--- config.mk ---
export PLATFORM = sky130hd
export DESIGN_NAME = text_line_word_byte_counter
export DESIGN_NICKNAME = d
export VERILOG_FILES = /design/src/hw/rtl/tlwbc_pkg.sv /design/src/hw/rtl/text_line_word_byte_counter.sv /design/src/hw/rtl/tlwbc_char_class.sv
export SDC_FILE = /design/constraint.sdc
export NUM_CORES = 2
export LEC_CHECK = 0
export BUFFER_PORTS_ARGS = -buffer_cell sky130_fd_sc_hd__buf_2
export CAP_MARGIN = 25
export CORE_ASPECT_RATIO = 1.1
export CORE_MARGIN = 3
export CORE_UTILIZATION = 67
export DETAILED_ROUTE_END_ITERATION = 10
export PLACE_DENSITY_LB_ADDON = 0.15
export SLEW_MARGIN = 20
export SYNTH_ARGS = -nofsm -noshare
export SYNTH_HDL_FRONTEND = slang
export SYNTH_SLANG_ARGS = --single-unit
--- constraint.sdc ---
create_clock -name clk -period 31.6 [get_ports clk]
set_clock_uncertainty 0.1 [all_clocks]
set_input_delay 6.32 -clock clk [delete_from_list [all_inputs] [get_ports clk]]
set_output_delay 6.32 -clock clk [all_outputs]
set_load 0.03 [all_outputs]
--- src/hw/rtl/tlwbc_pkg.sv ---
// Package for the text line, word and byte counter.
// Item kind codes, character codes, default sizes and the byte class struct.
// No dependencies.
package tlwbc_pkg;

  // Item kinds on the input channel.
  localparam logic [1:0] KIND_DATA  = 2'd0;
  localparam logic [1:0] KIND_EOF   = 2'd1;
  localparam logic [1:0] KIND_TOTAL = 2'd2;

  // Character codes.
  localparam logic [7:0] CH_TAB   = 8'h09;
  localparam logic [7:0] CH_LF    = 8'h0A;
  localparam logic [7:0] CH_VT    = 8'h0B;
  localparam logic [7:0] CH_FF    = 8'h0C;
  localparam logic [7:0] CH_CR    = 8'h0D;
  localparam logic [7:0] CH_SPACE = 8'h20;
  localparam logic [7:0] CH_BANG  = 8'h21;
  localparam logic [7:0] CH_TILDE = 8'h7E;

  // Result field width at the ports.
  localparam int OUT_BITS = 48;

  // Defaults for the top-level parameters.
  localparam int COUNT_BITS_DEF = 48;
  localparam int TAB_WIDTH_DEF  = 8;

  // What one data byte does to the counters.
  typedef struct packed {
    logic is_lf;       // counts a line
    logic ends_line;   // LF, CR, FF
    logic is_tab;      // column to next tab stop
    logic col_inc;     // printable incl. space: column + 1
    logic starts_word; // printable non-space
    logic ends_word;   // whitespace incl. VT
  } byte_class_t;

endpackage

--- src/hw/rtl/text_line_word_byte_counter.sv ---
// Top level of the text line, word and byte counter (wc style).
// Depends on tlwbc_pkg and tlwbc_char_class.
//
//  channel | handshake          | payload
//  --------+--------------------+------------------------------------------------
//  in      | in_valid/in_ready  | kind, data_byte
//  out     | out_valid/out_ready| line_total, word_total, byte_total,
//          |                    | longest_line, is_total
//
// One item per cycle sustained unless an end-of-file or totals item waits on a
// held result. An item is captured in an input register and applied to the
// counters from there; an end-of-file or totals item loads the result register as it is applied.
// rst clears all counters, the totals and both valid flags.
// A stalled result only holds back an item that itself makes a result;
// data bytes keep flowing past a full result register.
module text_line_word_byte_counter #(
  parameter int COUNT_BITS = tlwbc_pkg::COUNT_BITS_DEF, // counter width, 16..64
  parameter int TAB_WIDTH  = tlwbc_pkg::TAB_WIDTH_DEF   // tab stop spacing, 1..64
) (
  input  logic                          clk,
  input  logic                          rst,
  input  logic                          in_valid,
  output logic                          in_ready,
  input  logic [1:0]                    kind,
  input  logic [7:0]                    data_byte,
  output logic                          out_valid,
  input  logic                          out_ready,
  output logic [tlwbc_pkg::OUT_BITS-1:0] line_total,
  output logic [tlwbc_pkg::OUT_BITS-1:0] word_total,
  output logic [tlwbc_pkg::OUT_BITS-1:0] byte_total,
  output logic [tlwbc_pkg::OUT_BITS-1:0] longest_line,
  output logic                          is_total
);
  import tlwbc_pkg::*;

  localparam int CB = COUNT_BITS;
  // Column position within the current tab stop, kept alongside the column
  // so a tab needs no modulo.
  localparam int PW = (TAB_WIDTH > 1) ? $clog2(TAB_WIDTH) : 1;
  localparam logic [CB-1:0] CMASK = {CB{1'b1}};
  localparam logic [PW-1:0] SAT_PHASE = PW'(CMASK % TAB_WIDTH);
  localparam logic [PW-1:0] LAST_PHASE = PW'(TAB_WIDTH - 1);
  localparam logic [CB:0]   TAB_STEP = (CB + 1)'(TAB_WIDTH);

  function automatic logic [CB-1:0] sat_inc(input logic [CB-1:0] a);
    sat_inc = (a == CMASK) ? a : a + 1'b1;
  endfunction

  function automatic logic [CB-1:0] sat_sum(input logic [CB-1:0] a, input logic [CB-1:0] b);
    logic [CB:0] s;
    s = {1'b0, a} + {1'b0, b};
    sat_sum = s[CB] ? CMASK : s[CB-1:0];
  endfunction

  // ---------------- input register ----------------
  logic       s1_valid;
  logic [1:0] s1_kind;
  logic [7:0] s1_byte;
  logic       s1_makes_result;
  logic       s1_go;

  // ---------------- per-file and running state ----------------
  logic [CB-1:0] file_lines, file_words, file_bytes, file_longest, column;
  logic [PW-1:0] phase;
  logic          inside_word;
  logic [CB-1:0] sum_lines, sum_words, sum_bytes, overall_longest;

  logic [CB-1:0] file_lines_next, file_words_next, file_bytes_next, file_longest_next;
  logic [CB-1:0] column_next;
  logic [PW-1:0] phase_next;
  logic          inside_word_next;
  logic [CB-1:0] sum_lines_next, sum_words_next, sum_bytes_next, overall_longest_next;

  // ---------------- result register ----------------
  logic [CB-1:0] res_lines, res_words, res_bytes, res_longest;
  logic          res_is_total;

  tlwbc_pkg::byte_class_t cls;

  tlwbc_char_class u_class (
    .data_byte (s1_byte),
    .cls       (cls)
  );

  assign s1_makes_result = s1_kind inside {KIND_EOF, KIND_TOTAL};
  // Stage 1 retires unless it holds a result and the result slot is blocked.
  assign s1_go    = s1_valid && (!s1_makes_result || !out_valid || out_ready);
  assign in_ready = !s1_valid || s1_go;

  always_ff @(posedge clk) begin
    if (rst) begin
      s1_valid <= 1'b0;
    end else if (in_ready) begin
      s1_valid <= in_valid;
    end
  end

  always_ff @(posedge clk) begin
    if (in_ready && in_valid) begin
      s1_kind <= kind;
      s1_byte <= data_byte;
    end
  end

  // Closed-out values for an end-of-file item.
  logic [CB-1:0] eof_words, eof_longest;
  assign eof_words   = inside_word ? sat_inc(file_words) : file_words;
  assign eof_longest = (column > file_longest) ? column : file_longest;

  // Tab advance.
  logic [CB:0] tab_sum;
  assign tab_sum = {1'b0, column} + (TAB_STEP - (CB + 1)'(phase));

  always_comb begin
    file_lines_next      = file_lines;
    file_words_next      = file_words;
    file_bytes_next      = file_bytes;
    file_longest_next    = file_longest;
    column_next          = column;
    phase_next           = phase;
    inside_word_next     = inside_word;
    sum_lines_next       = sum_lines;
    sum_words_next       = sum_words;
    sum_bytes_next       = sum_bytes;
    overall_longest_next = overall_longest;

    case (s1_kind)
      KIND_DATA: begin
        file_bytes_next = sat_inc(file_bytes);
        if (cls.is_lf) begin
          file_lines_next = sat_inc(file_lines);
        end
        if (cls.ends_line) begin
          file_longest_next = eof_longest;
          column_next       = '0;
          phase_next        = '0;
        end else if (cls.is_tab) begin
          if (tab_sum[CB]) begin
            column_next = CMASK;
            phase_next  = SAT_PHASE;
          end else begin
            column_next = tab_sum[CB-1:0];
            phase_next  = '0;
          end
        end else if (cls.col_inc && column != CMASK) begin
          column_next = column + 1'b1;
          phase_next  = (phase == LAST_PHASE) ? '0 : phase + 1'b1;
        end
        if (cls.ends_word) begin
          file_words_next  = eof_words;
          inside_word_next = 1'b0;
        end else if (cls.starts_word) begin
          inside_word_next = 1'b1;
        end
      end
      KIND_EOF: begin
        sum_lines_next       = sat_sum(sum_lines, file_lines);
        sum_words_next       = sat_sum(sum_words, eof_words);
        sum_bytes_next       = sat_sum(sum_bytes, file_bytes);
        overall_longest_next = (eof_longest > overall_longest) ? eof_longest
                                                               : overall_longest;
        file_lines_next   = '0;
        file_words_next   = '0;
        file_bytes_next   = '0;
        file_longest_next = '0;
        column_next       = '0;
        phase_next        = '0;
        inside_word_next  = 1'b0;
      end
      default: begin
        // totals report reads only; the unused code is dropped
      end
    endcase
  end

  always_ff @(posedge clk) begin
    if (rst) begin
      file_lines      <= '0;
      file_words      <= '0;
      file_bytes      <= '0;
      file_longest    <= '0;
      column          <= '0;
      phase           <= '0;
      inside_word     <= 1'b0;
      sum_lines       <= '0;
      sum_words       <= '0;
      sum_bytes       <= '0;
      overall_longest <= '0;
    end else if (s1_go) begin
      file_lines      <= file_lines_next;
      file_words      <= file_words_next;
      file_bytes      <= file_bytes_next;
      file_longest    <= file_longest_next;
      column          <= column_next;
      phase           <= phase_next;
      inside_word     <= inside_word_next;
      sum_lines       <= sum_lines_next;
      sum_words       <= sum_words_next;
      sum_bytes       <= sum_bytes_next;
      overall_longest <= overall_longest_next;
    end
  end

  // Result register.
  always_ff @(posedge clk) begin
    if (rst) begin
      out_valid <= 1'b0;
    end else if (s1_go && s1_makes_result) begin
      out_valid <= 1'b1;
    end else if (out_ready) begin
      out_valid <= 1'b0;
    end
  end

  always_ff @(posedge clk) begin
    if (s1_go && s1_makes_result) begin
      if (s1_kind == KIND_EOF) begin
        res_lines    <= file_lines;
        res_words    <= eof_words;
        res_bytes    <= file_bytes;
        res_longest  <= eof_longest;
        res_is_total <= 1'b0;
      end else begin
        res_lines    <= sum_lines;
        res_words    <= sum_words;
        res_bytes    <= sum_bytes;
        res_longest  <= overall_longest;
        res_is_total <= 1'b1;
      end
    end
  end

  assign is_total = res_is_total;

  // Fit the counters to the fixed port width.
  generate
    if (CB >= OUT_BITS) begin : g_trunc
      assign line_total   = res_lines[OUT_BITS-1:0];
      assign word_total   = res_words[OUT_BITS-1:0];
      assign byte_total   = res_bytes[OUT_BITS-1:0];
      assign longest_line = res_longest[OUT_BITS-1:0];
    end else begin : g_ext
      assign line_total   = {{(OUT_BITS - CB){1'b0}}, res_lines};
      assign word_total   = {{(OUT_BITS - CB){1'b0}}, res_words};
      assign byte_total   = {{(OUT_BITS - CB){1'b0}}, res_bytes};
      assign longest_line = {{(OUT_BITS - CB){1'b0}}, res_longest};
    end
  endgenerate

endmodule

--- src/hw/rtl/tlwbc_char_class.sv ---
// Byte classifier for the text line, word and byte counter.
// Depends on tlwbc_pkg for the character codes and byte_class_t.
module tlwbc_char_class (
  input  logic [7:0]             data_byte,
  output tlwbc_pkg::byte_class_t cls
);
  import tlwbc_pkg::*;

  always_comb begin
    cls             = '0;
    cls.is_lf       = (data_byte == CH_LF);
    cls.ends_line   = data_byte inside {CH_LF, CH_CR, CH_FF};
    cls.is_tab      = (data_byte == CH_TAB);
    cls.col_inc     = data_byte inside {[CH_SPACE:CH_TILDE]};
    cls.starts_word = data_byte inside {[CH_BANG:CH_TILDE]};
    cls.ends_word   = cls.ends_line || cls.is_tab || (data_byte == CH_VT)
                      || (data_byte == CH_SPACE);
  end

endmodule

======== Word-level counts from Yosys, hierarchy flattened ========
Index checks and enable logic that the tools add are counted.
Widths: inputs -> output; s select.
operators by class
  $add $sub $neg .......................... 10
  $lt $le $gt $ge ......................... 5
  eq/ne operators ......................... 20
  mux-type cells .......................... 36
  reductions and logical operators ........ 28
operators by type and width
  kind                   count
  $mux 48                19
  $pmux 48 s2            5
  $add 48x1->48 const B  4
  $add 48x48->49         3
  $eq 48x48->1 const B   3
  $gt 48x48->1           2
  $add 48x49->49         1
  $ne 48x48->1 const B   1
  $eq 8x4->1 const B     5
  $reduce_and 3->1       6
  $ge 8x6->1 const B     2
  $mux 3                 5
  $ne 2x2->1 const B     5
  $eq 8x6->1 const B     1
  $le 8x7->1 const B     1
  $logic_and 1x1->1      6
  $logic_or 1x1->1       6
  $pmux 3 s2             1
  $reduce_bool 2->1      3
  $mux 1                 5
  $sub 4x3->5 const A    1
  $ne 4x4->1 const B     1
  $reduce_and 4->1       1
  $add 3x1->3 const B    1
  9 further kinds        11
word-level totals
  bits in registers ....................... 641
  input bits .............................. 14
  output and inout bits ................... 195

======== Depth between registers and ports, before layout ========
  word-level depth ........................ 8
  gate-level depth with buffers ........... 24

======== Modules after synthesis ========
A second synthesis with hierarchy kept.
second synthesis, totals
  cells, all modules ...................... 4,315
  area total of the unflattened synthesis .. 37,841.3 µm²
by module, submodules not included
  module                       instances  cells an instance  area each (µm²)
  text_line_word_byte_counter  1          4,293              37,699.9
  tlwbc_char_class             1          22                 141.4

======== Least setup slack after synthesis ========
Ideal clock, no wire load.
  path kind ............................... in2reg
  start ................................... input out_ready
  end ..................................... register res_bytes[0], in the netlist byte_total[0] (enable)
  setup time .............................. 748 ps
  arrival time ............................ 14,417 ps
  required time ........................... 30,752 ps
  setup slack ............................. 16,335 ps
  stages .................................. 2
  cell sequence ........................... nor2b_1 > nor2_1
between the ends
  cells in the longest elaborated chain, start to end .. 3
ends and longest elaborated chain
  element                 line                                source
  start: declaration      text_line_word_byte_counter.sv:27   input logic out_ready,
  $logic_or 1x1->1        text_line_word_byte_counter.sv:87   assign s1_go = s1_valid && (!s1_makes_result || !out_valid || out_ready);
  $logic_and 1x1->1       text_line_word_byte_counter.sv:87
  $logic_and 1x1->1       text_line_word_byte_counter.sv:216  if (s1_go && s1_makes_result) begin
  end signal: assignment  text_line_word_byte_counter.sv:220  res_bytes <= file_bytes;
  end signal: assignment  text_line_word_byte_counter.sv:226  res_bytes <= sum_bytes;
  end: declaration        text_line_word_byte_counter.sv:75   logic [CB-1:0] res_lines, res_words, res_bytes, res_longest;
Every way passes these cells.
A chain may end at the register's enable or synchronous reset.

======== Worst setup path after layout ========
  start ................................... input out_ready
  end ..................................... output in_ready
between the ends
  cells in the longest elaborated chain, start to end .. 3
ends and longest elaborated chain
  element            line                               source
  $logic_or 1x1->1   text_line_word_byte_counter.sv:87
  $logic_and 1x1->1  text_line_word_byte_counter.sv:87
  $logic_or 1x1->1   text_line_word_byte_counter.sv:88  assign in_ready = !s1_valid || s1_go;
  end: declaration   text_line_word_byte_counter.sv:23  output logic in_ready,
Every way passes these cells.

==> results.md <==
* Via count at 35000
* Avg Inst Size Synth at 8.61 um^2
* Crit path launch type: primary input
* Inserted Clock Buffers at 71
* Top Layer Used: met4
* Routability cong. at 0.937
* Post-synthesis sequential area ratio at 37.9%
* Area contributors post-synth: dfxtp_1 (22%), edfxtp_1 (16%), ha_1 (8.1%)
* Std-Cell Rows at 92
* PD cells at 46.0 mW/mm^2
* Post-CTS Setup Bufs at 0
* Core area at 0.0576 mm^2
* Worst Setup EP: in_ready
* Via-to-Cell Ratio at 6.47
* First-pass GRT wire length at 170000 um
* Final setup fails at 0
* Worst setup EP type: primary output
* DP Wirelength at 72400 um
* Total GRT Usage at 33.4%
* Pre-CTS setup slack at 17.98 ns
* Root Driver: clkbuf_16
* RSZ-0062 raised after global routing: false
* Relative slew margins at 28.8%
* Die Y-Extent at 260 um
* Share of cells above drive strength 1 at 11.6%
* H-tree depth at 3
* Top cells by count, synth: nor2_1 (589), a21oi_1 (460), dfxtp_1 (438), ha_1 (253), nand2_1 (233)
* Final setup margin at 18.00 ns
* Reg2reg setup slack at 24.85 ns
* WL met2 at 49600 um
* Clock Path Buffers at 3
* Final net count at 4875
* Maximum vdd drop at 0.0500 mV
* Worst skew pair latency at 0.61 ns
* Largest net degree at the start of global routing at 205
* CP most frequent cell: buf_2
* Worst path slowest cell: nor2b_1
* Setup Crit Path Kind: primary input to primary output
* Max-slew violations at 0
* Crit path cell chain: buf_2 > nor2b_1 > nand3_1 > buf_2
* Critical path depth at 4
* Input/output buffers at 208
* Total gr overflow at 0
* Tightest Pin Transition at 1.07 ns
* CP Buf/Inv Count at 2
* Post-Layout Cell Count at 5409
* Clock sinks at 641
* Avg WL per Cell at 19.6 um
* Crit path max fanout at 5
* Met1 wire length at 45900 um
* DRC Markers at 0
* Final period utilization at 43.0%
* Yosys top cell area share at 22.4%
* Routed wire length at 106000 um
* Iter 0 DRT Violations at 3280
* Syn nets at 4823
* Post-synth cell types at 97
* IO Count at 209
* Ant diodes at 0
* Post-synth top area cell: dfxtp_1
* Initial Util at 68.1%
* Max Clk Rate at 73.5 MHz
* R2r endpoint: overall_longest[28]$_SDFFE_PP0P_
* Vias in the first global route at 32300
* Area Overhead vs Synth at 9.08%
* #FFs+latches synth at 641
* Die footprint at 0.0614 mm^2
* Top delay family on crit path: simple AND/OR/NAND/NOR gates
* CP Data Arrival Time at 7.18 ns
* Clk slew on worst S/H paths at 0.06 ns
* Status: finished, final reports clean
* Yosys warns at 0
* Synth Instances at 4552
* Final Hold Viols at 0
* Asr flop ratio synth at 0%
* Die X at 237 um
* Worst r2r src: column[41]$_SDFFE_PP0P_
* Primary FF master, synth: dfxtp_1
* Setup_tns at 0 ns
* Crit-path max cell delay at 0.36 ns
* Crit path launch: out_ready
* Max-Cap Viols at 0
* Post-cts sizing count at 0
* Synthesized area at 0.0392 mm^2
* Drt pass-1 iters at 5
* Worst Path Required at 25.18 ns
* ANT nets after route at 0
* Clock tree from TritonCTS: done
* Worst Hold Class: flip-flop to flip-flop
* R2R depth at 21
* Wire length on met3 at 7580 um
* Most common cell in the synthesized netlist: nor2_1
* Number of synthesized flops with an enable pin at 203
* Post-CTS Hold Fix Bufs at 0
* Placed Cells at 5282
* P_leak at 16.9 nW
* Crit path time final at 13.60 ns
* Initial antenna violation count at 1
-- worst reg2reg max path, delay by kind of cell, from the launching register on --
family,cells,cell delay [ns]
AOI/OAI and AO/OA,9,2.22
and+or+nand+nor,7,1.82
buffers and inverters,3,1.27
adders and majority gates,2,0.62
DFF,1,0.60
-- cell families after synthesis --
| kind of cell | count (synthesis) | synth area share [%] |
|---|---|---|
| muxes | 140 | 4.01 |
| AOI/OAI and AO/OA | 1309 | 21.3 |
| xor gates and xnor gates | 256 | 5.74 |
| DFF | 641 | 37.9 |
| buffers and inverters | 473 | 4.65 |
| and+or+nand+nor | 1476 | 18.1 |
| adders and majority gates | 257 | 8.29 |
-- report_power, final --
part / internal (W) / leakage, nW / switching (W)
logic: 0.0000726 / 10.4 / 0.000164
registers: 0.000882 / 5.44 / 0.0000197
clock network: 0.000490 / 1.10 / 0.000338
-- registers in the layout, summed over array words and instances, names as in the netlist --
register	flops
column	48
sum_lines	48
s1_byte	8
s1_valid	1
sum_bytes	48
file_bytes	48
longest_line	48
sum_words	48
inside_word	1
file_words	48
phase	3
s1_kind	2
overall_longest	48
file_longest	48
out_valid	1
byte_total	48
line_total	48
word_total	48
file_lines	48
is_total	1
-- final cells by class --
type                       instances  area [um^2]
multi-input combinational       3438        22500
tap                              752          941
inverter                         211          792
clock buffer                     107         1980
sequential                       641        14900
timing repair buffer             241         1320
clock inverter                    19          285
fill                            4429        14800
-- cells in the final DEF (no fill, tap or decap), types with 136 or more instances in the layout --
cell type	netlist	layout
ha_1	253	252
nor2_1	589	586
mux2_2	136	136
inv_1	210	210
edfxtp_1	203	203
dfxtp_1	438	438
buf_2	31	207
o21ai_0	230	230
a21oi_1	460	457
a211oi_1	209	209
nand2_1	233	233
nand3_1	149	149
-- layer usage --
layer	vias up	global-route usage [%]
met3	212	4.49
met5	-	0
li1	16700	-
met4	0	11.7
met1	16700	46.0
met2	1349	54.3
-- worst min-delay path by stage --
stage,startpoint,endpoint,cells after the start
final,file_longest[1]$_SDFFE_PP0P_,file_longest[1]$_SDFFE_PP0P_,2
after global routing,file_longest[34]$_SDFFE_PP0P_,file_longest[34]$_SDFFE_PP0P_,2
after CTS,file_longest[7]$_SDFFE_PP0P_,file_longest[7]$_SDFFE_PP0P_,2
after detailed placement,file_longest[26]$_SDFFE_PP0P_,file_longest[26]$_SDFFE_PP0P_,2
after global placement,file_longest[17]$_SDFFE_PP0P_,file_longest[17]$_SDFFE_PP0P_,2
after floorplan,file_longest[14]$_SDFFE_PP0P_,file_longest[14]$_SDFFE_PP0P_,2
-- through the flow --
| step | area [um^2] | util (%) | power [W] | hold WS, ns |
|---|---|---|---|---|
| after detailed placement | 40500 | 70.3 | 0.00115 | 0.365 |
| final | 42700 | 74.2 | 0.00197 | 0.372 |
| after global routing | 42700 | 74.2 | 0.00203 | 0.388 |
| after floorplan | 39200 | - | 0.00108 | 0.350 |
| after CTS | 42700 | 74.2 | 0.00198 | 0.373 |
| after global placement | 40500 | 70.3 | 0.00114 | 0.357 |
(Power assumes the default switching activity.)
